## src/rtl/core/rbb_pkg.sv

```systemverilog
package rbb_pkg;

  localparam int MAX_WIDTH  = 2048;
  localparam int ADDR_W     = $clog2(MAX_WIDTH);
  localparam int CH_W       = 8;
  localparam int PIX_W      = 3 * CH_W;
  localparam int WID_W      = 12;
  localparam int HGT_W      = 16;
  localparam int ROW_W      = HGT_W + 1;
  localparam int SUM_W      = 12;
  localparam int CNT_W      = 4;
  localparam int NUM_W      = SUM_W + 1;
  localparam int RCP_SHIFT  = 18;
  localparam int RCP_W      = RCP_SHIFT;
  localparam int RCP_ONE    = 1 << RCP_SHIFT;
  localparam int CFG_IDX_W  = 1;
  localparam int CFG_DATA_W = 16;

  localparam logic [WID_W-1:0] WIDTH_RST  = WID_W'(640);
  localparam logic [HGT_W-1:0] HEIGHT_RST = HGT_W'(480);

  typedef enum logic [CFG_IDX_W-1:0] {
    CFG_WIDTH  = 1'b0,
    CFG_HEIGHT = 1'b1
  } cfg_idx_t;

  typedef enum logic {
    KIND_PIXEL = 1'b0,
    KIND_FLUSH = 1'b1
  } kind_t;

  // one step of the window sequencer, as it travels with the row store read
  typedef struct packed {
    logic [ADDR_W-1:0] col;
    logic [PIX_W-1:0]  pix;
    logic              wr;
    logic              emit;
    logic              lft_ok;
    logic              rgt_ok;
    logic              top_ok;
    logic              bot_ok;
    logic              last;
  } step_t;

  typedef struct packed {
    logic [SUM_W-1:0] red;
    logic [SUM_W-1:0] green;
    logic [SUM_W-1:0] blue;
    logic [CNT_W-1:0] cnt;
    logic             last;
  } sum_t;

  // ceil(2^RCP_SHIFT / (2*cnt)), exact for every numerator the window can give
  function automatic logic [RCP_W-1:0] recip(input logic [CNT_W-1:0] cnt);
    logic [RCP_W-1:0] r;
    case (cnt)
      4'd1:    r = RCP_W'((RCP_ONE + 1) / 2);
      4'd2:    r = RCP_W'((RCP_ONE + 3) / 4);
      4'd3:    r = RCP_W'((RCP_ONE + 5) / 6);
      4'd4:    r = RCP_W'((RCP_ONE + 7) / 8);
      4'd5:    r = RCP_W'((RCP_ONE + 9) / 10);
      4'd6:    r = RCP_W'((RCP_ONE + 11) / 12);
      4'd7:    r = RCP_W'((RCP_ONE + 13) / 14);
      4'd8:    r = RCP_W'((RCP_ONE + 15) / 16);
      4'd9:    r = RCP_W'((RCP_ONE + 17) / 18);
      default: r = '0;
    endcase
    return r;
  endfunction

endpackage

```

## src/rtl/core/rbb_norm.sv

```systemverilog
module rbb_norm (
  input  logic                      clk,
  input  logic                      rst_n,
  input  logic                      en,
  input  logic                      sum_vld,
  input  rbb_pkg::sum_t             sum_i,
  output logic                      out_vld,
  output logic [rbb_pkg::PIX_W-1:0] out_pix,
  output logic                      out_last
);

  localparam int PROD_W = rbb_pkg::NUM_W + rbb_pkg::RCP_W;

  logic                      out_vld_r;
  logic [rbb_pkg::PIX_W-1:0] out_pix_r;
  logic                      out_last_r;

  logic [rbb_pkg::SUM_W-1:0] sums [3];
  logic [rbb_pkg::NUM_W-1:0] num [3];
  logic [rbb_pkg::RCP_W-1:0] rcp;
  logic [PROD_W-1:0]         prod [3];
  logic [rbb_pkg::PIX_W-1:0] pix_nxt;

  // (2*sum + cnt) div (2*cnt) as a multiply by a rounded-up reciprocal
  always_comb begin
    sums[0] = sum_i.red;
    sums[1] = sum_i.green;
    sums[2] = sum_i.blue;
    rcp = rbb_pkg::recip(sum_i.cnt);
    for (int ch = 0; ch < 3; ch++) begin
      num[ch]  = {sums[ch], 1'b0} + rbb_pkg::NUM_W'(sum_i.cnt);
      prod[ch] = PROD_W'(num[ch]) * PROD_W'(rcp);
      pix_nxt[ch*rbb_pkg::CH_W +: rbb_pkg::CH_W] =
        prod[ch][rbb_pkg::RCP_SHIFT +: rbb_pkg::CH_W];
    end
  end

  always_ff @(posedge clk) begin
    if (en && sum_vld) begin
      out_pix_r  <= pix_nxt;
      out_last_r <= sum_i.last;
    end
  end

  always_ff @(posedge clk) begin
    if (!rst_n) begin
      out_vld_r <= 1'b0;
    end else if (en) begin
      out_vld_r <= sum_vld;
    end
  end

  assign out_vld  = out_vld_r;
  assign out_pix  = out_pix_r;
  assign out_last = out_last_r;

endmodule

```

## config.mk

```make
export PLATFORM = sky130hd
export DESIGN_NAME = rbb_norm
export DESIGN_NICKNAME = d
export VERILOG_FILES = /design/src/rtl/core/rbb_pkg.sv /design/src/rtl/core/rbb_norm.sv
export SDC_FILE = /design/constraint.sdc
export NUM_CORES = 1
export LEC_CHECK = 0
export ABC_AREA = 1
export ABC_CLOCK_PERIOD_IN_PS = 8000
export BUFFER_PORTS_ARGS = -buffer_cell sky130_fd_sc_hd__buf_2
export CAP_MARGIN = 20
export CORE_ASPECT_RATIO = 1.25
export CORE_MARGIN = 2
export CORE_UTILIZATION = 40
export DETAILED_ROUTE_END_ITERATION = 8
export PLACE_DENSITY_LB_ADDON = 0.25
export SYNTH_ARGS = -nofsm -noshare
export SYNTH_HDL_FRONTEND = slang
export SYNTH_SLANG_ARGS = --single-unit
export TNS_END_PERCENT = 30
```

## constraint.sdc

```tcl
create_clock -name clk -period 8 [get_ports clk]
set_input_delay 0.8 -clock clk [delete_from_list [all_inputs] [get_ports clk]]
set_output_delay 0.8 -clock clk [all_outputs]
set_load 0.05 [all_outputs]
```

==> results.tsv <==
metric	value	unit
Avg Inst Size Synth	7.69	um^2
Synth Flop Type	edfxtp_1	
Die H	265	um
Post-Route WL	62.6	mm
ant diodes	0	
nets	3573	
Reg clk slew, reported paths	0.10	ns
status	finished, final reports clean	
kind of critical path	in2reg	
Hold Buf Count CTS	0	
Final Util	0.430	
Worst Hold Path Cells	2	
post-layout min period	7.24	ns
RSZ-0062 raised after global routing	false	
post-synth net total	3539	
Compound-Gate Fraction of Synth Area	0.0382	
Arr. time, crit path	7.33	ns
GR Overflow Total	0	
Synth Area in Adders	0.561	
Async SR Flop Fraction	0	
remaining antenna violation count	0	
top-area cell type share of the netlist area	0.465	
Seq cells post-synth	26	
DP HPWL	52.7	mm
hold crit path type	reg2reg	
CP Max Fanout	14	
DIE WIDTH	212	um
Layout Skew	0	ns
Synth Area in XOR/XNOR	0.0137	
initial core utilization	0.404	
clk root buf	clkbuf_16	
antenna violations before repair	0	
Worst-Margin Slew	0.972	ns
largest area contributor in the netlist	fa_1	
Max VDD drop	0.0891	mV
r2r worst-path depth	2	
buffer count from post-CTS setup fixing	0	
Tcrit/Tclk final	0.905	
slew margin rel.	0.350	
number of CTS-inserted buffers	3	
startpoint class of the critical path	input pin	
routed len/inst	17.5	um
Hold Violations, Final	0	
DRC viols	0	
Setup violations, final	0	
average via count per standard cell	5.05	
Synth Instances	2823	
first-pass GRT wire length	101	mm
GP Congestion	0.919	
Lkg Pwr	12.3	nW
Final Max Tran Viols	0	
CTS tree	yes	
post-synthesis mux area share	0	
synth warn	0	
CP endpoint kind	register	
DIE AREA	56200	um^2
Synth Area in Simple Gates	0.205	
vias in the first global route	18826	
count of cell types in the netlist	48	
CTS Buffer Depth	2	
EDFF count, synth	25	
largest net degree at the start of global routing	35	
DR pass1 iterations	7	
row count	95	
metal3 WL	4.03	mm
Mapped Area	21700	um^2
largest cells by area after synthesis	fa_1 46%, inv_1 13%, nand2_1 12%	
initial DRC count	1193	
worst skew pair latency	0.30	ns
buffers added on ports	70	
post-route met1 wirelength	25.9	mm
CTS sink cnt	26	
Via Count	18107	
layout cells sized above 1	0.0543	
Post-Route Setup TNS	0	ns
Layout Area Growth over Synthesis	6.24	%
power density over the cells	153	nW/um^2
total core area	53700	um^2
htree depth	1	
register area share after synthesis	0.0355	
PostCTS Resize Cnt	0	
Req. time, crit path	8.09	ns
GRT Total Usage	0.234	
I/O Pins	71	
Max Fclk	0.138	GHz
Max Cap Violations	0	
Met2 Wirelength	30.2	mm
largest family of logic cells by synthesized area	adder cells	
Highest Signal Layer	met4	
-- worst max-delay path, stage by stage --
cell and delay, ns:
buf_2 0.18, inv_1 0.13, ha_1 0.24, nand3_1 0.13, inv_1 0.14, a21oi_1 0.64
inv_1 0.53, buf_4 0.33, nand2_1 0.09, fa_1 0.42, inv_1 0.08, fa_1 0.44
fa_1 0.50, fa_1 0.59, inv_1 0.06, fa_1 0.48, inv_1 0.04, ha_1 0.34
nand4_1 0.19, nor3_1 0.35, nand4_1 0.18, nand3_1 0.12, xor2_1 0.32
-- synthesized netlist by cell type (7+ instances only) --
cell	count
a21oi_1	62
fa_1	504
nand3_1	67
edfxtp_1	25
a21o_1	12
clkbuf_1	65
ha_1	167
nor3_1	19
nand2_1	703
inv_1	732
buf_2	7
nor2_1	265
clkinv_1	20
nand4_1	24
nand2_2	8
xor2_1	24
xnor2_1	8
a31oi_1	8
o21ai_0	31
inv_2	9
-- flip-flops by register name, summed over array words and instances, names as in the netlist --
register,flops
out_pix,24
out_last,1
out_vld,1
-- cell usage in the layout (no fill, tap or decap), drive strengths merged, types with 2 or more instances in the layout --
master	netlist	routed
or2	5	5
nand2	711	711
clkbuf	65	3
a31oi	9	9
a21boi	3	3
nand4	24	24
xor2	25	25
ha	167	167
buf	15	109
xnor2	8	8
inv	742	742
o21a	2	2
o31ai	2	2
o21bai	6	6
nor2	270	270
nor4	4	4
nand3	68	68
a211oi	2	2
a21oi	65	65
nand3b	5	5
and2	2	2
fa	504	504
nor3	21	21
edfxtp	25	25
a21o	12	12
o21ai	36	36
clkinv	20	20
-- final cells by class --
class | instances | area [um^2]
repair buffers | 109 | 668
flip-flops and latches | 26 | 771
well taps | 727 | 910
clock inverters | 1 | 30.0
fillers | 5531 | 30600
multi-input cells | 1955 | 17800
clock buffers | 3 | 75.1
inverters | 762 | 2860
-- through the flow --
step	power, mW	worst slack [ns]	std cells	hold WS (ns)	area [um^2]
after global routing	4.00	0.370	3583	0.523	23100
after detailed placement	3.35	0.578	3579	0.476	23000
after CTS	3.55	0.899	3583	0.491	23100
after floorplan	2.53	1.63	2823	0.686	21700
final	3.54	0.757	3583	0.489	23100
after global placement	3.31	0.609	3579	0.457	23000
-- logic make-up after synthesis --
logic type,Yosys count
AO/OA/AOI/OAI,141
XOR/XNOR,33
AND/OR/NAND/NOR,1110
buffers and inverters,842
adder cells (fa/ha/maj),671
flip-flops,26
-- power by group --
part | internal, mW | switching [mW] | total (mW) | leakage [nW]
Sequential | 0.238 | 0.0117 | 0.249 | 0.238
Clock | 0.101 | 0.0736 | 0.174 | 0.0511
Combinational | 1.05 | 2.06 | 3.12 | 12.0
Total | 1.39 | 2.15 | 3.54 | 12.3
-- path summary, 6_finish.rpt --
path                               start    endpoint  slack (ns)
worst max-delay path            sum_i[2]  out_pix[3]        0.76
worst max register to register   out_vld     out_vld        7.40
worst min register to register   out_vld     out_vld        0.49
worst min-delay path             out_vld     out_vld        0.49
-- metal layers --
| metal | global-route usage | up-vias |
|---|---|---|
| li1 | - | 8229 |
| met1 | 0.307 | 9095 |
| met4 | 0.0858 | 0 |
| met3 | 0.0291 | 113 |
| met5 | 0 | - |
| met2 | 0.397 | 670 |
Power figures use the tool's default switching activity.
