**src/rtl/core/rbb_pkg.sv**
```systemverilog
package rbb_pkg;

  localparam int MAX_WIDTH  = 2048;
  localparam int ADDR_W     = $clog2(MAX_WIDTH);
  localparam int CH_W       = 8;
  localparam int PIX_W      = 3 * CH_W;
  localparam int WID_W      = 12;
  localparam int HGT_W      = 16;
  localparam int ROW_W      = HGT_W + 1;
  localparam int SUM_W      = 12;
  localparam int CNT_W      = 4;
  localparam int NUM_W      = SUM_W + 1;
  localparam int RCP_SHIFT  = 18;
  localparam int RCP_W      = RCP_SHIFT;
  localparam int RCP_ONE    = 1 << RCP_SHIFT;
  localparam int CFG_IDX_W  = 1;
  localparam int CFG_DATA_W = 16;

  localparam logic [WID_W-1:0] WIDTH_RST  = WID_W'(640);
  localparam logic [HGT_W-1:0] HEIGHT_RST = HGT_W'(480);

  typedef enum logic [CFG_IDX_W-1:0] {
    CFG_WIDTH  = 1'b0,
    CFG_HEIGHT = 1'b1
  } cfg_idx_t;

  typedef enum logic {
    KIND_PIXEL = 1'b0,
    KIND_FLUSH = 1'b1
  } kind_t;

  // one step of the window sequencer, as it travels with the row store read
  typedef struct packed {
    logic [ADDR_W-1:0] col;
    logic [PIX_W-1:0]  pix;
    logic              wr;
    logic              emit;
    logic              lft_ok;
    logic              rgt_ok;
    logic              top_ok;
    logic              bot_ok;
    logic              last;
  } step_t;

  typedef struct packed {
    logic [SUM_W-1:0] red;
    logic [SUM_W-1:0] green;
    logic [SUM_W-1:0] blue;
    logic [CNT_W-1:0] cnt;
    logic             last;
  } sum_t;

  // ceil(2^RCP_SHIFT / (2*cnt)), exact for every numerator the window can give
  function automatic logic [RCP_W-1:0] recip(input logic [CNT_W-1:0] cnt);
    logic [RCP_W-1:0] r;
    case (cnt)
      4'd1:    r = RCP_W'((RCP_ONE + 1) / 2);
      4'd2:    r = RCP_W'((RCP_ONE + 3) / 4);
      4'd3:    r = RCP_W'((RCP_ONE + 5) / 6);
      4'd4:    r = RCP_W'((RCP_ONE + 7) / 8);
      4'd5:    r = RCP_W'((RCP_ONE + 9) / 10);
      4'd6:    r = RCP_W'((RCP_ONE + 11) / 12);
      4'd7:    r = RCP_W'((RCP_ONE + 13) / 14);
      4'd8:    r = RCP_W'((RCP_ONE + 15) / 16);
      4'd9:    r = RCP_W'((RCP_ONE + 17) / 18);
      default: r = '0;
    endcase
    return r;
  endfunction

endpackage

```
**src/rtl/core/rbb_win.sv**
```systemverilog
module rbb_win (
  input  logic                      clk,
  input  logic                      rst_n,
  input  logic                      en,
  input  logic                      s1_vld,
  input  rbb_pkg::step_t            s1_step,
  input  logic [rbb_pkg::PIX_W-1:0] near_q,
  input  logic [rbb_pkg::PIX_W-1:0] far_q,
  output rbb_pkg::sum_t             sum_o,
  output logic                      sum_vld
);

  typedef struct packed {
    logic [rbb_pkg::PIX_W-1:0] top;
    logic [rbb_pkg::PIX_W-1:0] mid;
    logic [rbb_pkg::PIX_W-1:0] bot;
  } col_t;

  col_t                      colb_r;
  col_t                      colc_r;
  rbb_pkg::sum_t             sum_r;
  logic                      sum_vld_r;

  col_t                      new_col;
  col_t                      win_cols [3];
  logic [2:0]                col_ok;
  logic [2:0]                row_ok;
  logic [rbb_pkg::SUM_W-1:0] col_sum [3][3];
  logic [rbb_pkg::SUM_W-1:0] chan_sum [3];
  logic [1:0]                n_cols;
  logic [1:0]                n_rows;
  rbb_pkg::sum_t             sum_nxt;

  assign new_col = '{top: far_q, mid: near_q, bot: s1_step.pix};

  always_comb begin
    win_cols[0] = colb_r;
    win_cols[1] = colc_r;
    win_cols[2] = new_col;
    col_ok = {s1_step.rgt_ok, 1'b1, s1_step.lft_ok};
    row_ok = {s1_step.bot_ok, 1'b1, s1_step.top_ok};
    for (int ch = 0; ch < 3; ch++) begin
      for (int c = 0; c < 3; c++) begin
        col_sum[ch][c] =
          ((row_ok[0] && col_ok[c]) ?
             rbb_pkg::SUM_W'(win_cols[c].top[ch*rbb_pkg::CH_W +: rbb_pkg::CH_W]) : '0) +
          (col_ok[c] ?
             rbb_pkg::SUM_W'(win_cols[c].mid[ch*rbb_pkg::CH_W +: rbb_pkg::CH_W]) : '0) +
          ((row_ok[2] && col_ok[c]) ?
             rbb_pkg::SUM_W'(win_cols[c].bot[ch*rbb_pkg::CH_W +: rbb_pkg::CH_W]) : '0);
      end
      chan_sum[ch] = col_sum[ch][0] + col_sum[ch][1] + col_sum[ch][2];
    end
    n_cols = 2'd1 + {1'b0, s1_step.lft_ok} + {1'b0, s1_step.rgt_ok};
    n_rows = 2'd1 + {1'b0, s1_step.top_ok} + {1'b0, s1_step.bot_ok};
    sum_nxt.red   = chan_sum[0];
    sum_nxt.green = chan_sum[1];
    sum_nxt.blue  = chan_sum[2];
    sum_nxt.cnt   = rbb_pkg::CNT_W'(n_cols) * rbb_pkg::CNT_W'(n_rows);
    sum_nxt.last  = s1_step.last;
  end

  // every step shifts a column in, emitting or not
  always_ff @(posedge clk) begin
    if (en && s1_vld) begin
      colb_r <= colc_r;
      colc_r <= new_col;
    end
    if (en && s1_vld && s1_step.emit) begin
      sum_r <= sum_nxt;
    end
  end

  always_ff @(posedge clk) begin
    if (!rst_n) begin
      sum_vld_r <= 1'b0;
    end else if (en) begin
      sum_vld_r <= s1_vld && s1_step.emit;
    end
  end

  assign sum_o   = sum_r;
  assign sum_vld = sum_vld_r;

endmodule

```
**config.mk**
```make
export PLATFORM = sky130hd
export DESIGN_NAME = rbb_win
export DESIGN_NICKNAME = d
export VERILOG_FILES = /design/src/rtl/core/rbb_pkg.sv /design/src/rtl/core/rbb_win.sv
export SDC_FILE = /design/constraint.sdc
export NUM_CORES = 1
export LEC_CHECK = 0
export BUFFER_PORTS_ARGS = -buffer_cell sky130_fd_sc_hd__buf_2
export CORE_MARGIN = 5
export CORE_UTILIZATION = 60
export DETAILED_ROUTE_END_ITERATION = 10
export GPL_TIMING_DRIVEN = 0
export PLACE_DENSITY = 0.82
export SYNTH_ARGS = -nofsm -noshare
export SYNTH_HDL_FRONTEND = slang
export SYNTH_SLANG_ARGS = --single-unit
```
**constraint.sdc**
```tcl
create_clock -name clk -period 6.17 [get_ports clk]
set_clock_uncertainty 0.2 [all_clocks]
set_input_delay 0.9255 -clock clk [delete_from_list [all_inputs] [get_ports clk]]
set_output_delay 0.9255 -clock clk [all_outputs]
set_load 0.005 [all_outputs]
```
==> results.yml <==
clock_tree:
  insertion_delay_ns: 0.44
  cts_num_sinks: 186
  cts_resized: 0
  cts_inserted_buffers: 17
  cts.path.max_buffers: 2
  cts_setup_buffers: 0
  htreeDepth: 4
  cts_tree: "done"
  clockRootBuffer: "clkbuf_16"
  ctsHoldBuffers: 0
  path_clk_slew_ns: 0.07
place:
  gp_congestion: 0.853
  place_hpwl_um: 18900
  post-place-ws_ns: -0.201
  dpl_cell_area_um2: 13000
  numPortBuffers: 121
  place_inst: 1347
timing:
  report.final.slew_viol_count: 0
  worst_pin_slew_ns: 0.841
  relSlewSlack_pct: 43.9
  final.setup.tns_ns: 0
  period_share_pct: 96.5
  finalCriticalPeriod_ns: 5.95
  setup-violations-final: 0
  setup_slack_ns: 0.215
  rsz0062_at_grt: "false"
  hold_viol: 0
  fmax_mhz: 168
worst_setup_path:
  cp.arrival_ns: 5.94
  ff2ff_path_depth: 15
  crit_fanout: 10
  crit_type: "primary input to flip-flop"
  end_kind: "flip-flop"
  cp-start-kind: "primary input"
  required_ns: 6.16
synthesis:
  synth_ff_type: "edfxtp_1"
  synth_edf_count: 185
  syn_inst: 958
  ys_warn_count: 0
  async_flop_share_pct: 0
  yosysSeqAreaShare_pct: 46.6
  ys_types: 30
  syn_area_um2: 12000
  syn_nets: 1257
  syn_avg_cell_area_um2: 12.5
  synth-seq-cells: 186
pwr:
  irDropWorstVdd_mv: 0.354
  pwr_density_cell_nw_per_um2: 352
  power_leakage_nw: 6.26
layout:
  utilization_pct: 69.4
  final_cells: 1380
  fillerInstances: 1347
  fin_nets: 1400
  area_growth_pct: 13.4
  drive_above_1_share_pct: 15.2
  final_area_um2: 13600
die:
  core_um2: 19500
  die_x_um: 151
  num_io_pins: 136
  rows: 51
  initial_core_util_pct: 61.2
  die_y_um: 151
  die-area_um2: 22900
global_route:
  grt-ovfl-total: 0
  grt_pass1_wl_um: 41000
  grt_pass1_vias: 8113
  track_usage_pct: 24.3
  grt_max_degree: 60
  antenna_found_initial: 4
hold_path:
  hold_depth: 0
  min_path_type: "flip-flop to flip-flop"
drt:
  drt.antenna.violating_nets: 0
  viasPerCell: 5.32
  wl_per_cell_um: 18.6
  drc_errors: 0
  drt_iter0_drc: 575
  wl_um: 25600
  num_vias: 7346
  firstDrtPassIters: 5
outcome:
  status: "complete, no violations"
job:
  drv_cap: 0
[area by class of cell]
class	count	area, um2	area share (%)
Buffer	23	92.6	0.683
Multi-Input combinational cell	511	5400	39.8
Tap cell	265	332	2.45
Inverter	238	893	6.59
Clock buffer	17	425	3.14
Clock inverter	15	153	1.13
Sequential cell	186	5580	41.1
Antenna cell	1	2.50	0.0185
Timing Repair Buffer	124	681	5.02
[cell families (layout without fill, tap and decap cells)]
logic type / Yosys count / count (layout) / synth area share (%)
XOR/XNOR: 21 / 21 / 1.54
other: 0 / 1 / 0
buffers and inverters: 261 / 417 / 8.25
flip-flops: 186 / 186 / 46.6
AND/OR/NAND/NOR: 243 / 243 / 9.56
AO/OA/AOI/OAI: 42 / 42 / 2.40
adder cells (fa/ha/maj): 205 / 205 / 31.6
[worst paths after layout]
check | from | to | slack, ns
worst min register to register | colc_r[6] | colb_r[6] | 0.24
worst max register to register | colb_r[66] | sum_o[15] | 1.59
worst min-delay path | colc_r[6] | colb_r[6] | 0.24
worst max-delay path | s1_step[1] | sum_o[39] | 0.22
[metrics by stage]
step | hold WS (ns) | total power [W]
floorplan | 0.218 | 0.00320
global placement | 0.222 | 0.00360
detailed placement | 0.225 | 0.00369
CTS | 0.240 | 0.00479
global route | 0.257 | 0.00512
finish | 0.238 | 0.00477
[state kept, by name, summed over array words and instances, names as in the netlist]
signal / flops
colb_r: 72
colc_r: 72
sum_o: 41
sum_vld: 1
[power breakdown]
group	switching, W	leakage [nW]	internal [W]
combinational	0.00114	4.24	0.000879
clock	0.000497	0.284	0.000597
sequential	0.0000321	1.73	0.00162
[cell usage after synthesis, types with 3 or more instances]
| cell | number | share of area (%) |
|---|---|---|
| and2_1 | 36 | 1.9 |
| clkbuf_1 | 18 | 0.57 |
| nor3_1 | 3 | 0.13 |
| fa_1 | 162 | 27 |
| edfxtp_1 | 185 | 46 |
| o211ai_1 | 3 | 0.19 |
| a21o_1 | 3 | 0.19 |
| xor2_1 | 4 | 0.29 |
| o21a_1 | 3 | 0.19 |
| ha_1 | 43 | 4.5 |
| a211oi_1 | 3 | 0.19 |
| inv_1 | 238 | 7.5 |
| buf_2 | 5 | 0.21 |
| a21oi_1 | 11 | 0.46 |
| o21ai_0 | 8 | 0.33 |
| nor2b_1 | 5 | 0.26 |
| nor2_1 | 23 | 0.72 |
| a31oi_1 | 4 | 0.21 |
| and3_1 | 35 | 1.8 |
| xnor2_1 | 17 | 1.2 |
| nand2_1 | 134 | 4.2 |
[critical path, stage by stage]
cell	delay (ns)
buf_2	0.21
inv_1	0.11
nor2_1	0.51
buf_2	0.46
nand2_1	0.13
fa_1	0.54
inv_1	0.05
fa_1	0.48
fa_1	0.54
inv_1	0.05
fa_1	0.48
inv_1	0.05
ha_1	0.22
inv_1	0.09
fa_1	0.28
nor2b_4	0.06
o2111ai_2	0.17
nand3_2	0.10
o41a_1	0.33
xor2_1	0.15
[placed cells by master, fill, tap and decap left out, types with 6 or more instances in the layout]
cell         n
and3_1      34
clkbuf_16   17
a21oi_1     11
buf_2      126
xnor2_1     17
nor2_1      23
and2_1      35
ha_1        43
fa_1       162
inv_1      238
nand2_1    134
o21ai_0      8
clkbuf_1    18
edfxtp_1   185
clkinv_4     6
[metal layers]
metal	part of all wire (%)	global-route usage, %	vias to the layer above
li1	-	-	3271
met2	50	41.4	328
met3	8.2	4.31	70
met1	38	31.4	3671
met5	0.11	0	-
met4	3.1	9.43	6
(Power assumes the default switching activity.)
