[src/rtl/core/rbb_pkg.sv]
package rbb_pkg;

  localparam int MAX_WIDTH  = 2048;
  localparam int ADDR_W     = $clog2(MAX_WIDTH);
  localparam int CH_W       = 8;
  localparam int PIX_W      = 3 * CH_W;
  localparam int WID_W      = 12;
  localparam int HGT_W      = 16;
  localparam int ROW_W      = HGT_W + 1;
  localparam int SUM_W      = 12;
  localparam int CNT_W      = 4;
  localparam int NUM_W      = SUM_W + 1;
  localparam int RCP_SHIFT  = 18;
  localparam int RCP_W      = RCP_SHIFT;
  localparam int RCP_ONE    = 1 << RCP_SHIFT;
  localparam int CFG_IDX_W  = 1;
  localparam int CFG_DATA_W = 16;

  localparam logic [WID_W-1:0] WIDTH_RST  = WID_W'(640);
  localparam logic [HGT_W-1:0] HEIGHT_RST = HGT_W'(480);

  typedef enum logic [CFG_IDX_W-1:0] {
    CFG_WIDTH  = 1'b0,
    CFG_HEIGHT = 1'b1
  } cfg_idx_t;

  typedef enum logic {
    KIND_PIXEL = 1'b0,
    KIND_FLUSH = 1'b1
  } kind_t;

  // one step of the window sequencer, as it travels with the row store read
  typedef struct packed {
    logic [ADDR_W-1:0] col;
    logic [PIX_W-1:0]  pix;
    logic              wr;
    logic              emit;
    logic              lft_ok;
    logic              rgt_ok;
    logic              top_ok;
    logic              bot_ok;
    logic              last;
  } step_t;

  typedef struct packed {
    logic [SUM_W-1:0] red;
    logic [SUM_W-1:0] green;
    logic [SUM_W-1:0] blue;
    logic [CNT_W-1:0] cnt;
    logic             last;
  } sum_t;

  // ceil(2^RCP_SHIFT / (2*cnt)), exact for every numerator the window can give
  function automatic logic [RCP_W-1:0] recip(input logic [CNT_W-1:0] cnt);
    logic [RCP_W-1:0] r;
    case (cnt)
      4'd1:    r = RCP_W'((RCP_ONE + 1) / 2);
      4'd2:    r = RCP_W'((RCP_ONE + 3) / 4);
      4'd3:    r = RCP_W'((RCP_ONE + 5) / 6);
      4'd4:    r = RCP_W'((RCP_ONE + 7) / 8);
      4'd5:    r = RCP_W'((RCP_ONE + 9) / 10);
      4'd6:    r = RCP_W'((RCP_ONE + 11) / 12);
      4'd7:    r = RCP_W'((RCP_ONE + 13) / 14);
      4'd8:    r = RCP_W'((RCP_ONE + 15) / 16);
      4'd9:    r = RCP_W'((RCP_ONE + 17) / 18);
      default: r = '0;
    endcase
    return r;
  endfunction

endpackage

[src/rtl/core/rbb_seq.sv]
module rbb_seq (
  input  logic                             clk,
  input  logic                             rst_n,
  input  logic                             en,
  input  logic                             in_valid,
  output logic                             in_ready,
  input  logic                             in_kind,
  input  logic [rbb_pkg::PIX_W-1:0]        in_pix,
  input  logic                             cfg_valid,
  input  logic [rbb_pkg::CFG_IDX_W-1:0]    cfg_index,
  input  logic [rbb_pkg::CFG_DATA_W-1:0]   cfg_data,
  output logic                             rd_en,
  output logic [rbb_pkg::ADDR_W-1:0]       rd_addr,
  output rbb_pkg::step_t                   s1_step,
  output logic                             s1_vld
);

  logic [rbb_pkg::WID_W-1:0]  wid_r;
  logic [rbb_pkg::HGT_W-1:0]  hgt_r;
  logic [rbb_pkg::ADDR_W-1:0] x_r;
  logic [rbb_pkg::ROW_W-1:0]  y_r;
  logic                       extra_r;
  rbb_pkg::step_t             s1_r;
  logic                       s1_vld_r;

  logic [rbb_pkg::ADDR_W-1:0] wm1;
  logic [rbb_pkg::HGT_W-1:0]  h_eff;
  logic [rbb_pkg::ROW_W-1:0]  h_ext;
  logic [rbb_pkg::ROW_W-1:0]  h_p1;
  logic                       fire_in;
  logic                       in_frame;
  logic                       is_real;
  logic                       step_go;
  logic                       x_zero;
  logic                       emit;
  logic                       last;
  rbb_pkg::step_t             step_nxt;
  logic [rbb_pkg::ADDR_W-1:0] x_nxt;
  logic [rbb_pkg::ROW_W-1:0]  y_nxt;

  always_comb begin
    if (wid_r == '0) begin
      wm1 = '0;
    end else if (int'(wid_r) > rbb_pkg::MAX_WIDTH) begin
      wm1 = rbb_pkg::ADDR_W'(rbb_pkg::MAX_WIDTH - 1);
    end else begin
      wm1 = rbb_pkg::ADDR_W'(wid_r - 1'b1);
    end
  end

  assign h_eff = (hgt_r == '0) ? rbb_pkg::HGT_W'(1) : hgt_r;
  assign h_ext = {1'b0, h_eff};
  assign h_p1  = h_ext + rbb_pkg::ROW_W'(1);

  assign in_ready = en && !extra_r;
  assign fire_in  = in_valid && in_ready;
  assign in_frame = y_r < h_ext;
  assign is_real  = fire_in && (rbb_pkg::kind_t'(in_kind) == rbb_pkg::KIND_PIXEL) && in_frame;
  // past the last pixel any word drains one result; flushes inside the frame are dropped
  assign step_go  = is_real || (fire_in && !in_frame) || (en && extra_r);

  assign x_zero = (x_r == '0);
  assign emit   = (y_r >= rbb_pkg::ROW_W'(2)) || ((y_r == rbb_pkg::ROW_W'(1)) && !x_zero);
  assign last   = (y_r == h_p1) && x_zero;

  always_comb begin
    step_nxt.col    = x_r;
    step_nxt.pix    = in_pix;
    step_nxt.wr     = is_real;
    step_nxt.emit   = emit;
    step_nxt.last   = last;
    // column zero closes the previous row: window is the last two columns held
    step_nxt.rgt_ok = !x_zero;
    step_nxt.lft_ok = x_zero ? (wm1 != '0) : (x_r >= rbb_pkg::ADDR_W'(2));
    step_nxt.top_ok = x_zero ? (y_r >= rbb_pkg::ROW_W'(3)) : (y_r >= rbb_pkg::ROW_W'(2));
    step_nxt.bot_ok = x_zero ? (y_r < h_p1) : (y_r < h_ext);
  end

  always_comb begin
    x_nxt = x_r;
    y_nxt = y_r;
    if (last) begin
      x_nxt = '0;
      y_nxt = '0;
    end else if (x_r == wm1) begin
      x_nxt = '0;
      y_nxt = y_r + rbb_pkg::ROW_W'(1);
    end else begin
      x_nxt = x_r + rbb_pkg::ADDR_W'(1);
    end
  end

  always_ff @(posedge clk) begin
    if (!rst_n) begin
      wid_r    <= rbb_pkg::WIDTH_RST;
      hgt_r    <= rbb_pkg::HEIGHT_RST;
      x_r      <= '0;
      y_r      <= '0;
      extra_r  <= 1'b0;
      s1_vld_r <= 1'b0;
    end else begin
      if (cfg_valid) begin
        case (rbb_pkg::cfg_idx_t'(cfg_index))
          rbb_pkg::CFG_WIDTH:  wid_r <= cfg_data[rbb_pkg::WID_W-1:0];
          rbb_pkg::CFG_HEIGHT: hgt_r <= cfg_data[rbb_pkg::HGT_W-1:0];
          default: ;
        endcase
        x_r     <= '0;
        y_r     <= '0;
        extra_r <= 1'b0;
      end else if (step_go) begin
        x_r     <= x_nxt;
        y_r     <= y_nxt;
        // a one-row frame has a silent step before its first result
        extra_r <= !in_frame && !emit;
      end
      if (en) begin
        s1_vld_r <= step_go;
      end
    end
  end

  always_ff @(posedge clk) begin
    if (en && step_go) begin
      s1_r <= step_nxt;
    end
  end

  assign rd_en   = en && step_go;
  assign rd_addr = x_r;
  assign s1_step = s1_r;
  assign s1_vld  = s1_vld_r;

endmodule

[config.mk]
export PLATFORM = sky130hd
export DESIGN_NAME = rbb_seq
export DESIGN_NICKNAME = d
export VERILOG_FILES = /design/src/rtl/core/rbb_pkg.sv /design/src/rtl/core/rbb_seq.sv
export SDC_FILE = /design/constraint.sdc
export NUM_CORES = 1
export LEC_CHECK = 0
export ABC_AREA = 1
export BUFFER_PORTS_ARGS = -buffer_cell sky130_fd_sc_hd__buf_2
export CORE_ASPECT_RATIO = 0.5
export CORE_UTILIZATION = 55
export CTS_CLUSTER_DIAMETER = 200
export DETAILED_ROUTE_END_ITERATION = 16
export GPL_ROUTABILITY_DRIVEN = 0
export GPL_TIMING_DRIVEN = 0
export PLACE_DENSITY_LB_ADDON = 0.08
export SKIP_CTS_REPAIR_TIMING = 1
export SLEW_MARGIN = 10
export SYNTH_ARGS = -nofsm -noshare
export SYNTH_HDL_FRONTEND = slang
export SYNTH_SLANG_ARGS = --single-unit
[constraint.sdc]
create_clock -name clk -period 10.4 [get_ports clk]
set_input_delay 2.08 -clock clk [delete_from_list [all_inputs] [get_ports clk]]
set_output_delay 2.08 -clock clk [all_outputs]
set_load 0.01 [all_outputs]
==> results.md, run 1 <==
- The worst setup path is captured at an output pin.
- The layout overhead on the synthesized area is 15.6%.
- The die is 154 µm wide.
- The number of diodes is 0.
- The final number of hold-violating endpoints came to 0.
- The post-route non-filler standard cell count is 1058.
- After detailed routing, the average wire length per cell comes to 14.8 µm.
- Counting flops and latches in the post-synthesis netlist gives 100.
- The setup slack after layout is approximately 4.4 ns.
- The fraction of synthesized cell area in xor and xnor cells is 4.99%.
- For this run, the top clock speed supported by timing is 167 MHz.
- The fraction of layout instances using a drive strength above 1 is a little over a fifth.
- The slew at the pin closest to its max-slew limit is 1.15 ns.
- Headroom to the max-slew limit came out at roughly 23%.
- The combined area of the multi-input logic cells is roughly 3300 µm².
- The first global-routing pass estimated 25.1 mm of wire.
- The final count of pins violating max slew is 0.
- The cell count after synthesis came out at 795.
- The final clock skew is about 0.011 ns.
- The dominant synthesized flop cell is dfxtp_1.
- The cell count after placement is roughly 1.0k.
- The detailed router placed 5758 vias in this run.
- The number of antenna violations at the first check in global routing is 0.
- The number of remaining DRC errors is 0.
- In the layout the commonest cells are nand2_1 (144), buf_2 (104), inv_1 (94).
- Entering global routing, the biggest net connects 53 pins.
- The number of enable flip-flop cells after synthesis is 42.
- Clock tree synthesis inserted a total of 9 buffers.
- The worst endpoint data arrival time is 3.90 ns.
- The number of maximum-capacitance constraint violations is 0.
- The combined global-route utilization of all metal layers is between 20 and 30%.
- The leakage component of the power is around 3.3 nW.
- Synthesis instantiated 42 different standard cells from the library.
- VDD sags by at most 76.8 µV.
- The worst setup path is of the input port to output pin kind.
- Timing analysis after detailed placement gives a worst setup slack of roughly 4.4 ns.
- Summing all placed instances gives a cell area of 7010 µm².
- The multiplexer share of the synthesized area is 0%.
- The proportion of synthesized flip-flops having asynchronous set or reset is 0%.
- Data on the critical path is required at its endpoint by 8.32 ns.
- The vertical die dimension is 77.8 µm.
- The effective utilization at floorplan is 57.0%.
- Input and output buffers added on the ports amount to around 100.
- For this run the aggregate overflow at the end of global routing stands at 0.
- The kind of start point of the critical path is an input port.
- In the final timing run, aggregate negative setup slack is 0 ns.
- TritonCTS built the clock tree.
- For this block, the initial DRC count from the detailed router was roughly 360.
- The adder and majority cell fraction of the synthesized area is 8.12%.
- The register area share after synthesis is 38.3%.
- The final antenna-violating net count is 0.
- The total nets after synthesis is about 880.
- The register area is 2420 µm².
- The synthesized area divided by synthesized cell count is a little under 8 µm².
- After the last flow step, the layout net total stands at about 1000.
- By area the synthesized netlist is led by edfxtp_1 (20%), dfxtp_1 (18%), nand2_1 (8.6%).
- The half-perimeter wire length of the detailed placement result is 12.1 mm.
- The total iterations of the first detailed-routing run is 5.
- The yosys synthesis warning count is 0.
- Of all nets on the critical path, the largest fanout is between 50 and 60.
- Of the available clock period, the critical path in the final layout requires 57.5%.
- In this run the number of H-tree levels came out at 3.
- The flow ran to the end, and the final reports show no timing, DRC or antenna violations.
- The number of clock sinks is 100.
- The buffer depth of the longest clock path is 2.
- The post-route standard cell area excluding fillers is 7310 µm².
- The cell area after synthesis is approximately 6300 µm².
- The commonest non-fill, non-tap cell in the layout is nand2_1.
- The I/O pin count is 103.
- After detailed routing, the number of vias per cell comes to 5.44.
- Counting I/O delays and the setup requirement, the final critical path takes roughly 6.0 ns.
- The number of placement rows is 27.
- Setup violations remaining at the end of the flow were counted as 0.
- The power density over the cells is 122 nW/µm².
- In this run the biggest area consumer among cell types represents 20.0% of the synthesized area.
- The synthesized netlist devotes between 20 and 30% of its cell area to simple gates.
- The CTS root buffer is clkbuf_16.
- The largest family of logic cells by synthesized area is simple AND/OR/NAND/NOR gates.
- The final layout contains routed wiring with a total length of 15.7 mm.
- The via count of the first global-routing pass is 5051.
- The die outline area is 11900 µm².
- Setup repair after global routing left no endpoint under its margin.
- The library cell with the largest summed area after synthesis is edfxtp_1.
- The clock transition at the registers of the reported paths is 0.07 ns.
- The clock latency of the later-clocked register in the worst-skew pair is about 0.36 ns.
- The placeable core region is between 10000 and 15000 µm².
- Summing the areas of all compound-gate instances in the mapped netlist gives 10.0% of the synthesized area.
- Counting the fill cells in the layout gives 1001.
- The worst hold path class is flop to flop.
## state kept, by name, summed over array words and instances (netlist names)
name     count
rd_addr     11
extra_r      1
s1_vld       1
s1_step     42
hgt_r       16
wid_r       12
y_r         17
## critical path: stages
cell	delay, ns
buf_2	0.11
and3_1	0.17
o21ai_0	0.12
nand2_1	0.20
buf_2	0.92
buf_2	0.28
## Yosys cell counts, types with 15 or more instances
library cell  count
nor3_1           16
nand2_1         144
a21oi_1          45
nand4_1          29
inv_1            94
ha_1             41
dfxtp_1          58
nor2_1           84
o21ai_0          40
nand3_1          50
edfxtp_1         42
xor2_1           34
nand2_2          15
## through the flow
step                      util [%]  hold WS [ns]  total power, mW
after floorplan                  -         0.430            0.526
after global placement        63.3         0.442            0.563
after detailed placement      63.3         0.458            0.566
after CTS                     65.9         0.481            0.894
after global routing          65.9         0.500            0.926
final                         65.9         0.479            0.889
## cells by family after synthesis
| group | after synthesis |
|---|---|
| flip-flops | 100 |
| adder cells (fa/ha/maj) | 41 |
| buffers and inverters | 124 |
| AO/OA/AOI/OAI | 110 |
| XOR/XNOR | 36 |
| AND/OR/NAND/NOR | 384 |
## cell type report
class,count,share of cell area (%)
Clock inverter,7,0.942
Inverter,94,4.83
Clock buffer,9,3.08
Timing Repair Buffer,102,6.99
Sequential cell,100,33.2
Multi-Input combinational cell,571,45.7
Buffer,30,2.77
Tap cell,145,2.48
## metal layers
metal / vias to the layer above / global-route usage [%] / routed length [µm]
met5: - / 0 / 0
met4: 0 / 7.00 / 158
met3: 17 / 6.15 / 1060
met2: 199 / 42.0 / 6940
met1: 2652 / 37.1 / 7520
li1: 2890 / - / -
## worst paths after layout
path | from | end | slack, ns | depth (start not counted)
worst max-delay path | en | rd_en | 4.42 | 6
worst min-delay path | wid_r[1]$_SDFFE_PN0P_ | wid_r[1]$_SDFFE_PN0P_ | 0.48 | 2
worst max register to register | hgt_r[9]$_SDFFE_PN0P_ | y_r[14]$_SDFFE_PP0P_ | 5.72 | 25
worst min register to register | wid_r[1]$_SDFFE_PN0P_ | wid_r[1]$_SDFFE_PN0P_ | 0.48 | 2
## power by group
part | internal [mW] | switching, mW
sequential | 0.422 | 0.00848
combinational | 0.0441 | 0.0844
clock | 0.169 | 0.162
total | 0.634 | 0.255
(Power assumes the default switching activity.)
==> inputs of run 2 (changes only) <==
ABC_AREA = 0   (was 1)
CORE_UTILIZATION = 51   (was 55)
clock period = 5.15 ns   (was 10.4 ns; I/O delays follow)
==> results.md, run 2 <==
- The largest net degree at the start of global routing is 39 (-26%).
- The number of buffers added on ports is 102 (unchanged).
- The via count normalized by instance count is 5.64 (+3.7%).
- The clock transition at the registers of the reported paths is 0.07 ns (about the same).
- The final-layout fill cell count was 893 (-11%).
- In the post-synthesis netlist, the biggest area contributors are edfxtp_1 (22%), dfxtp_1 (20%), ha_1 (8.9%).
- The global-route congestion overflow total is 0 (unchanged).
- The leakage component of the power is 2.76 nW (-15%).
- The largest family of logic cells by synthesized area is simple AND/OR/NAND/NOR gates.
- The first-pass GRT wire length was 22.5 mm (-11%).
- The number of levels the H-tree was split into is 3 (unchanged).
- The final clock skew was 0.00544 ns (-0.00523 ns).
- Grouping stages by cell kind, the critical path spends the most delay in buffers and inverters.
- The checks that failed: design-rule violations.
- The register area share after synthesis came to 42.1% (+3.8 points).
- The die outline area is 11700 µm² (-1.8%).
- The sum of routed wire length over all layers was 13.9 mm (-11%).
- The cell sitting at the root of the clock tree is a clkbuf_16.
- The largest stage delay on the critical path is 0.57 ns (-0.35 ns).
- The number of synthesized register bits came to 100 (unchanged).
- The minimum clock period after layout is 4.80 ns.
- The total chip power is 1.70 mW (+91%).
- Static timing analysis puts the maximum clock frequency at 208 MHz.
- The final antenna-violating net count is 0 (unchanged).
- The clock latency of the later-clocked register in the worst-skew pair is 0.35 ns (about the same).
- Relative to the synthesized area, the layout overhead comes to 17.6%.
- Of the available clock period, the critical path in the final layout requires between 90% and 100%.
- The flip-flop count of the largest register, all copies and words added is 42 (unchanged).
- The largest total area in the synthesized netlist belongs to edfxtp_1.
- The I/O pin count was 103 (unchanged).
- The endpoint required time on the critical path is 4.12 ns (-4.20 ns).
- The effective utilization at floorplan is 54.4% (-2.6 points).
- The min-delay analysis places its worst path in the category flop to flop.
- The share of the synthesized area in the top cell type is 21.9% (+2.0 points).
- The power density over the cells is 251 nW/µm² (+110%).
- The total iterations of the first detailed-routing run is 12 (+7).
- The number of buffers created by CTS was 9 (unchanged).
- The buffer depth of the longest clock path came to 2 (unchanged).
- The total nets after synthesis was 704 (-20%).
- The commonest non-fill, non-tap cell in the layout is buf_2.
- The share of the synthesized area in compound gates (AO/OA/AOI/OAI) was 15.0% (+5.0 points).
- In the synthesized netlist the dominant register cell turns out to be dfxtp_1.
- The buffer and inverter count on the worst path is 4 (+1).
- The gate count after technology mapping is 616 (-23%).
- The fraction of synthesized cell area in xor and xnor cells is 5.78% (+0.79 points).
- The via count of the routed design is 4936 (-14%).
- The post-layout utilization of the core was 64.0% (-1.9 points).
- The setup violation total in the final timing report was 0 (unchanged).
- The yosys synthesis warning count came to 0 (unchanged).
- The multiplexer share of the synthesized area is 0.543% (+0.54 points).
- The total negative slack is 0 ns (unchanged).
- The worst IR drop on VDD is 137 µV (+78%).
- The horizontal extent of the die came to 152 µm (-0.89%).
- The half-perimeter wire length of the detailed placement result is 10.7 mm (-12%).
- The number of placement rows is 26 (-3.7%).
- The number of enable flip-flop cells after synthesis is 42 (unchanged).
- The combined global-route utilization of all metal layers is 24.4% (-2.4 points).
- The synthesized area divided by synthesized cell count is 9.34 µm² (+18%).
- Setup repair after global routing left no endpoint under its margin.
- The final number of hold-violating endpoints was 0 (unchanged).
- The placeable core region is 10600 µm² (-4.6%).
- Yosys instantiated no cell more often than nand2_1.
- The routed length per instance is 15.9 µm (+7.6%).
- The simple-gate portion of the synthesized area is 21.8% (-7.9 points).
- The number of maximum-capacitance constraint violations is 0 (unchanged).
- The number of diodes is 0 (unchanged).
- The fraction of layout instances using a drive strength above 1 came to 20.4% (-0.40 points).
- The number of clock sinks came to 100 (unchanged).
- Sorting the synthesized cells by how often they occur yields nand2_1 (77), dfxtp_1 (58), edfxtp_1 (42), nor2_1 (42), ha_1 (41).
- The critical path goes through inv_1, ha_1, nand4b_1, or4_1, a31oi_1, a2111oi_2, a31oi_1, clkbuf_1, buf_2, buf_2.
- The number of remaining DRC errors is 15 (+15).
- The type of the setup path with the least slack is flop to output pin.
- The run finished, with violations left.
- The via count of the first global-routing pass came to 4419 (-13%).
- The slew at the pin closest to its max-slew limit is 0.648 ns (-0.503 ns).
- The depth of the worst register-to-register path is 19 (-24%).
- STA classifies the critical path startpoint as a flop.
- The number of antenna violations at the first check in global routing came to 0 (unchanged).
- The net total in the final layout is 818 (-18%).
- The final count of pins violating max slew is 0 (unchanged).
- The worst-path maximum fanout came to 15 (-71%).
- The proportion of synthesized flip-flops having asynchronous set or reset is 0% (unchanged).
- The DRC marker count from the first detailed-route iteration is 301 (-17%).
- The endpoint class of the critical path is an output pin.
- The worst endpoint data arrival time was 3.77 ns (-0.13 ns).
- Among all stages on the critical path, the largest delay is contributed by or4_1.
- The cell area after synthesis was 5760 µm² (-8.9%).
- The number of logic stages on the critical path including buffering was 10 (+4).
- In the layout the commonest cells are buf_2 (106), nand2_1 (77), dfxtp_1 (58).
- The clock tree from TritonCTS is done.
- The vertical die dimension is 77.1 µm (-0.87%).
- The distinct cell type count after synthesis is 64 (+52%).
- The cell depth of the worst hold path came to 0 (-2).
- The tightest slew margin relative to the limit is 56.4% (+33 points).
- The adder and majority cell fraction of the synthesized area was 9.09% (+0.97 points).
## run 2: changes by cell type in the layout (fill, tap and decap cells not counted), sizes merged, moves of 19 or more
cell    previous run  this run
nand2            165        77
inv               97        35
nor2              91        42
a21oi             58        18
nand3             61        22
o21ai             40         9
a21boi             0        22
xnor2              2        23
xor2              34        15
## run 2: worst paths after layout
check	startpoint	endpoint	slack, ns
worst max-delay path	hgt_r[14]$_SDFFE_PN0P_	rd_en	0.35
worst min register to register	rd_addr[6]$_SDFFE_PP0P_	s1_step[37]$_DFFE_PP_	0.47
worst min-delay path	rd_addr[6]$_SDFFE_PP0P_	s1_step[37]$_DFFE_PP_	0.47
worst max register to register	hgt_r[7]$_SDFFE_PN1P_	y_r[5]$_SDFFE_PP0P_	0.54
## run 2: through the flow
| stage | instance area, µm² | hold slack [ns] | setup WS, ns | instances |
|---|---|---|---|---|
| 4_1_cts | 6750 | 0.470 | 0.134 | 875 |
| 3_5_place_dp | 6460 | 0.452 | 0.187 | 859 |
| 5_1_grt | 6770 | 0.483 | 0.101 | 875 |
| 2_1_floorplan | 5760 | 0.430 | 0.492 | 616 |
| 3_3_place_gp | 6440 | 0.437 | -1.06 | 858 |
| 6_report | 6770 | 0.472 | 0.346 | 875 |
## run 2: where the power goes
group	switching, mW	internal (mW)	leakage (nW)
Combinational	0.108	0.0745	1.77
Sequential	0.0170	0.846	0.855
Clock	0.315	0.339	0.141
Total	0.440	1.26	2.76
## run 2: area by class of cell
cell class | count | area (µm²) | area share (%)
Sequential cell | 100 | 2420 | 35.8
Inverter | 32 | 120 | 1.78
Buffer | 39 | 204 | 3.01
Clock buffer | 10 | 229 | 3.38
Clock inverter | 6 | 57.6 | 0.851
Timing Repair Buffer | 103 | 531 | 7.84
Tap cell | 140 | 175 | 2.59
Multi-Input combinational cell | 445 | 3030 | 44.7
## run 2: logic make-up after synthesis
kind of cell,count (synthesis)
fa+ha+maj,42
simple gates,243
mux,3
buf+inv,71
flops,100
compound gates,119
xor+xnor,38
## run 2: worst register-to-register path, delay by kind of cell, from the launching register on
family | cells | cell delay, ns
AOI/OAI and AO/OA | 2 | 0.44
xor gates and xnor gates | 2 | 0.35
adders and majority gates | 2 | 0.48
buffers and inverters | 3 | 0.63
DFF | 1 | 0.37
and+or+nand+nor | 10 | 2.22
## run 2: per-layer routing
layer  share of wire (%)  global-route usage, %  up-vias  wire [µm]
met5                   0                      0        -          0
met4                 1.2                   6.33        0        165
met3                 6.1                   5.37       21        853
met2                  44                   38.3      147       6120
met1                  49                   33.8     2306       6810
li1                    -                      -     2462          -
==> inputs of run 3 (changes only) <==
GPL_TIMING_DRIVEN = not set   (was 0)
==> results.md, run 3 (synthesis results as in run 2) <==
- The final reports fail on design-rule violations.
- The total chip power is 1.69 mW (-0.63%).
- The commonest non-fill, non-tap cell in the layout is buf_2.
- The flow ran to the end, but the final reports show violations.
- The cell depth of the worst hold path is 2 (+2).
- The vertical die dimension came to 77.1 µm (unchanged).
- The clock latency of the later-clocked register in the worst-skew pair came to 0.35 ns (about the same).
- The worst setup path is launched from a flop.
- Setup repair after global routing left no endpoint under its margin.
- The setup violation total in the final timing report is 0 (unchanged).
- The placeable core region is 10600 µm² (unchanged).
- The combined global-route utilization of all metal layers is 23.4% (-0.95 points).
- The post-route non-filler standard cell count came to 840 (-4.0%).
- The horizontal extent of the die is 152 µm (unchanged).
- The source of the worst hold timing path is wid_r[1]$_SDFFE_PN0P_.
- The CTS root buffer is clkbuf_16.
- The total iterations of the first detailed-routing run is 11 (-1).
- The number of buffers created by CTS was 9 (unchanged).
- The min-delay analysis places its worst path in the category flop to flop.
- The net total in the final layout is 783 (-4.3%).
- The placement-stage worst setup slack came to 0.598 ns (+0.411 ns).
- The total negative slack is 0 ns (unchanged).
- The setup slack after layout is 0.553 ns (+0.208 ns).
- The period utilization was 89.3% (-4.0 points).
- The worst IR drop on VDD is 135 µV (-1.4%).
- The number of levels the H-tree was split into is 3 (unchanged).
- The clock tree from TritonCTS is done.
- The final antenna-violating net count is 0 (unchanged).
- The number of placement rows is 26 (unchanged).
- The launch point of the worst reg-to-reg path is hgt_r[7]$_SDFFE_PN1P_.
- The register-to-register setup slack is 0.55 ns (about the same).
- The final count of pins violating max slew is 0 (unchanged).
- The end of the worst register-to-register path is rd_addr[10]$_SDFFE_PP0P_.
- The critical path is of the flop to flop type.
- The DRC marker count from the first detailed-route iteration is 284 (-5.6%).
- The flip-flop count of the largest register, all copies and words added was 42 (unchanged).
- The leakage component of the power is 2.65 nW (-3.9%).
- The routed length per instance is 16.2 µm (+1.8%).
- The via count of the routed design is 4794 (-2.9%).
- The via count of the first global-routing pass is 4389 (-0.68%).
- The number of clock sinks is 100 (unchanged).
- The achievable clock frequency is 218 MHz (+4.5%).
- The cell with the largest stage delay on the worst path is nor4_1.
- The end of the worst hold path is wid_r[1]$_SDFFE_PN0P_.
- The first-pass GRT wire length is 21.8 mm (-3.0%).
- The signal on the critical path passes through nor4_1, a41oi_1, inv_1, ha_1, nand3_1, nor3_1, nand2_1, nor4_1, nand3_1, xnor2_1, ha_1, nand4_1, inv_1, nand3_1, nor3_1, or2_2, a21o_1, nor2_1.
- The tightest slew margin relative to the limit is 53.6% (-2.8 points).
- The I/O pin count is 103 (unchanged).
- The number of remaining DRC errors is 14 (-1).
- The worst-path maximum fanout was 11 (-4).
- The cell type with the highest occurrence count on the critical path is nand3_1.
- The library cells used most frequently in the layout, excluding fill and tap cells, are buf_2 (102), nand2_1 (77), dfxtp_1 (58).
- The largest stage delay on the critical path was 0.53 ns (-0.04 ns).
- The layout overhead on the synthesized area is 14.3%.
- The final-layout fill cell count is 889 (-0.45%).
- The endpoint required time on the critical path is 5.38 ns (+1.26 ns).
- The sum of routed wire length over all layers was 13.6 mm (-2.3%).
- The via count normalized by instance count is 5.71 (+1.2%).
- The worst hold margin is 0.502 ns (+0.0302 ns).
- The number of buffers added on ports is 102 (unchanged).
- The final clock skew was 0.00560 ns (+0.000162 ns).
- The number of diodes was 0 (unchanged).
- The half-perimeter wire length of the detailed placement result is 10.1 mm (-5.4%).
- The cell count after placement was 824 (-4.1%).
- The global-route congestion overflow total is 0 (unchanged).
- The power density over the cells is 257 nW/µm² (+2.2%).
- The fraction of layout instances using a drive strength above 1 was 19.3% (-1.1 points).
- The number of maximum-capacitance constraint violations is 0 (unchanged).
- The largest net degree at the start of global routing was 41 (+5.1%).
- The final number of hold-violating endpoints is 0 (unchanged).
- STA classifies the critical path endpoint as a flop.
- The slew at the pin closest to its max-slew limit is 0.694 ns (+0.0461 ns).
- The buffer depth of the longest clock path was 2 (unchanged).
- The die outline area is 11700 µm² (unchanged).
- The effective utilization at floorplan is 54.4% (unchanged).
- The worst endpoint data arrival time is 4.83 ns (+1.06 ns).
- The clock transition at the registers of the reported paths is 0.07 ns (about the same).
- The number of antenna violations at the first check in global routing came to 0 (unchanged).
- The depth of the worst register-to-register path is 18 (-1).
- The minimum clock period after layout is 4.60 ns (-0.208 ns).
-- run 3: layout make-up --
type                            instances  area, µm²  share of cell area [%]
Inverter                               32        120                    1.83
Tap cell                              140        175                    2.66
Sequential cell                       100       2420                    36.8
Clock inverter                          6       56.3                   0.856
Clock buffer                           10        229                    3.48
Timing Repair Buffer                  107        548                    8.33
Multi-Input combinational cell        445       3030                    46.0
-- run 3: worst max-delay path by stage --
stage                           startpoint                  endpoint  slack (ns)
CTS                  hgt_r[7]$_SDFFE_PN1P_  rd_addr[10]$_SDFFE_PP0P_        0.57
floorplan           hgt_r[15]$_SDFFE_PN0P_                     rd_en        0.49
global placement     hgt_r[7]$_SDFFE_PN1P_   rd_addr[6]$_SDFFE_PP0P_        0.87
global route         hgt_r[7]$_SDFFE_PN1P_  rd_addr[10]$_SDFFE_PP0P_        0.05
finish               hgt_r[7]$_SDFFE_PN1P_  rd_addr[10]$_SDFFE_PP0P_        0.55
detailed placement   hgt_r[7]$_SDFFE_PN1P_  rd_addr[10]$_SDFFE_PP0P_        0.60
-- run 3: routing by layer --
| metal | share of wire, % | track usage, % | vias to the layer above |
|---|---|---|---|
| met5 | 0 | 0 | - |
| met4 | 1.2 | 7.14 | 0 |
| met3 | 5.3 | 5.65 | 16 |
| met2 | 43 | 34.8 | 123 |
| met1 | 51 | 33.4 | 2267 |
| li1 | - | - | 2388 |
-- run 3: critical path, delay by kind of cell (launching register included) --
kind                       cells  cell delay (ns)
DFF                            1             0.37
adders and majority gates      2             0.49
and+or+nand+nor               11             2.63
buffers and inverters          2             0.22
xor gates and xnor gates       1             0.16
AOI/OAI and AO/OA              2             0.61
-- run 3: report_power, final --
| part | total, mW | switching (mW) | internal (mW) |
|---|---|---|---|
| clock | 0.653 | 0.315 | 0.337 |
| sequential | 0.867 | 0.0209 | 0.846 |
| combinational | 0.170 | 0.100 | 0.0696 |
| total | 1.69 | 0.436 | 1.25 |
-- run 3: stage by stage --
stage               util, %  cell area, µm²
floorplan                 -            5760
global placement       59.5            6290
detailed placement     59.5            6290
CTS                    62.2            6580
global route           62.2            6580
finish                 62.2            6580
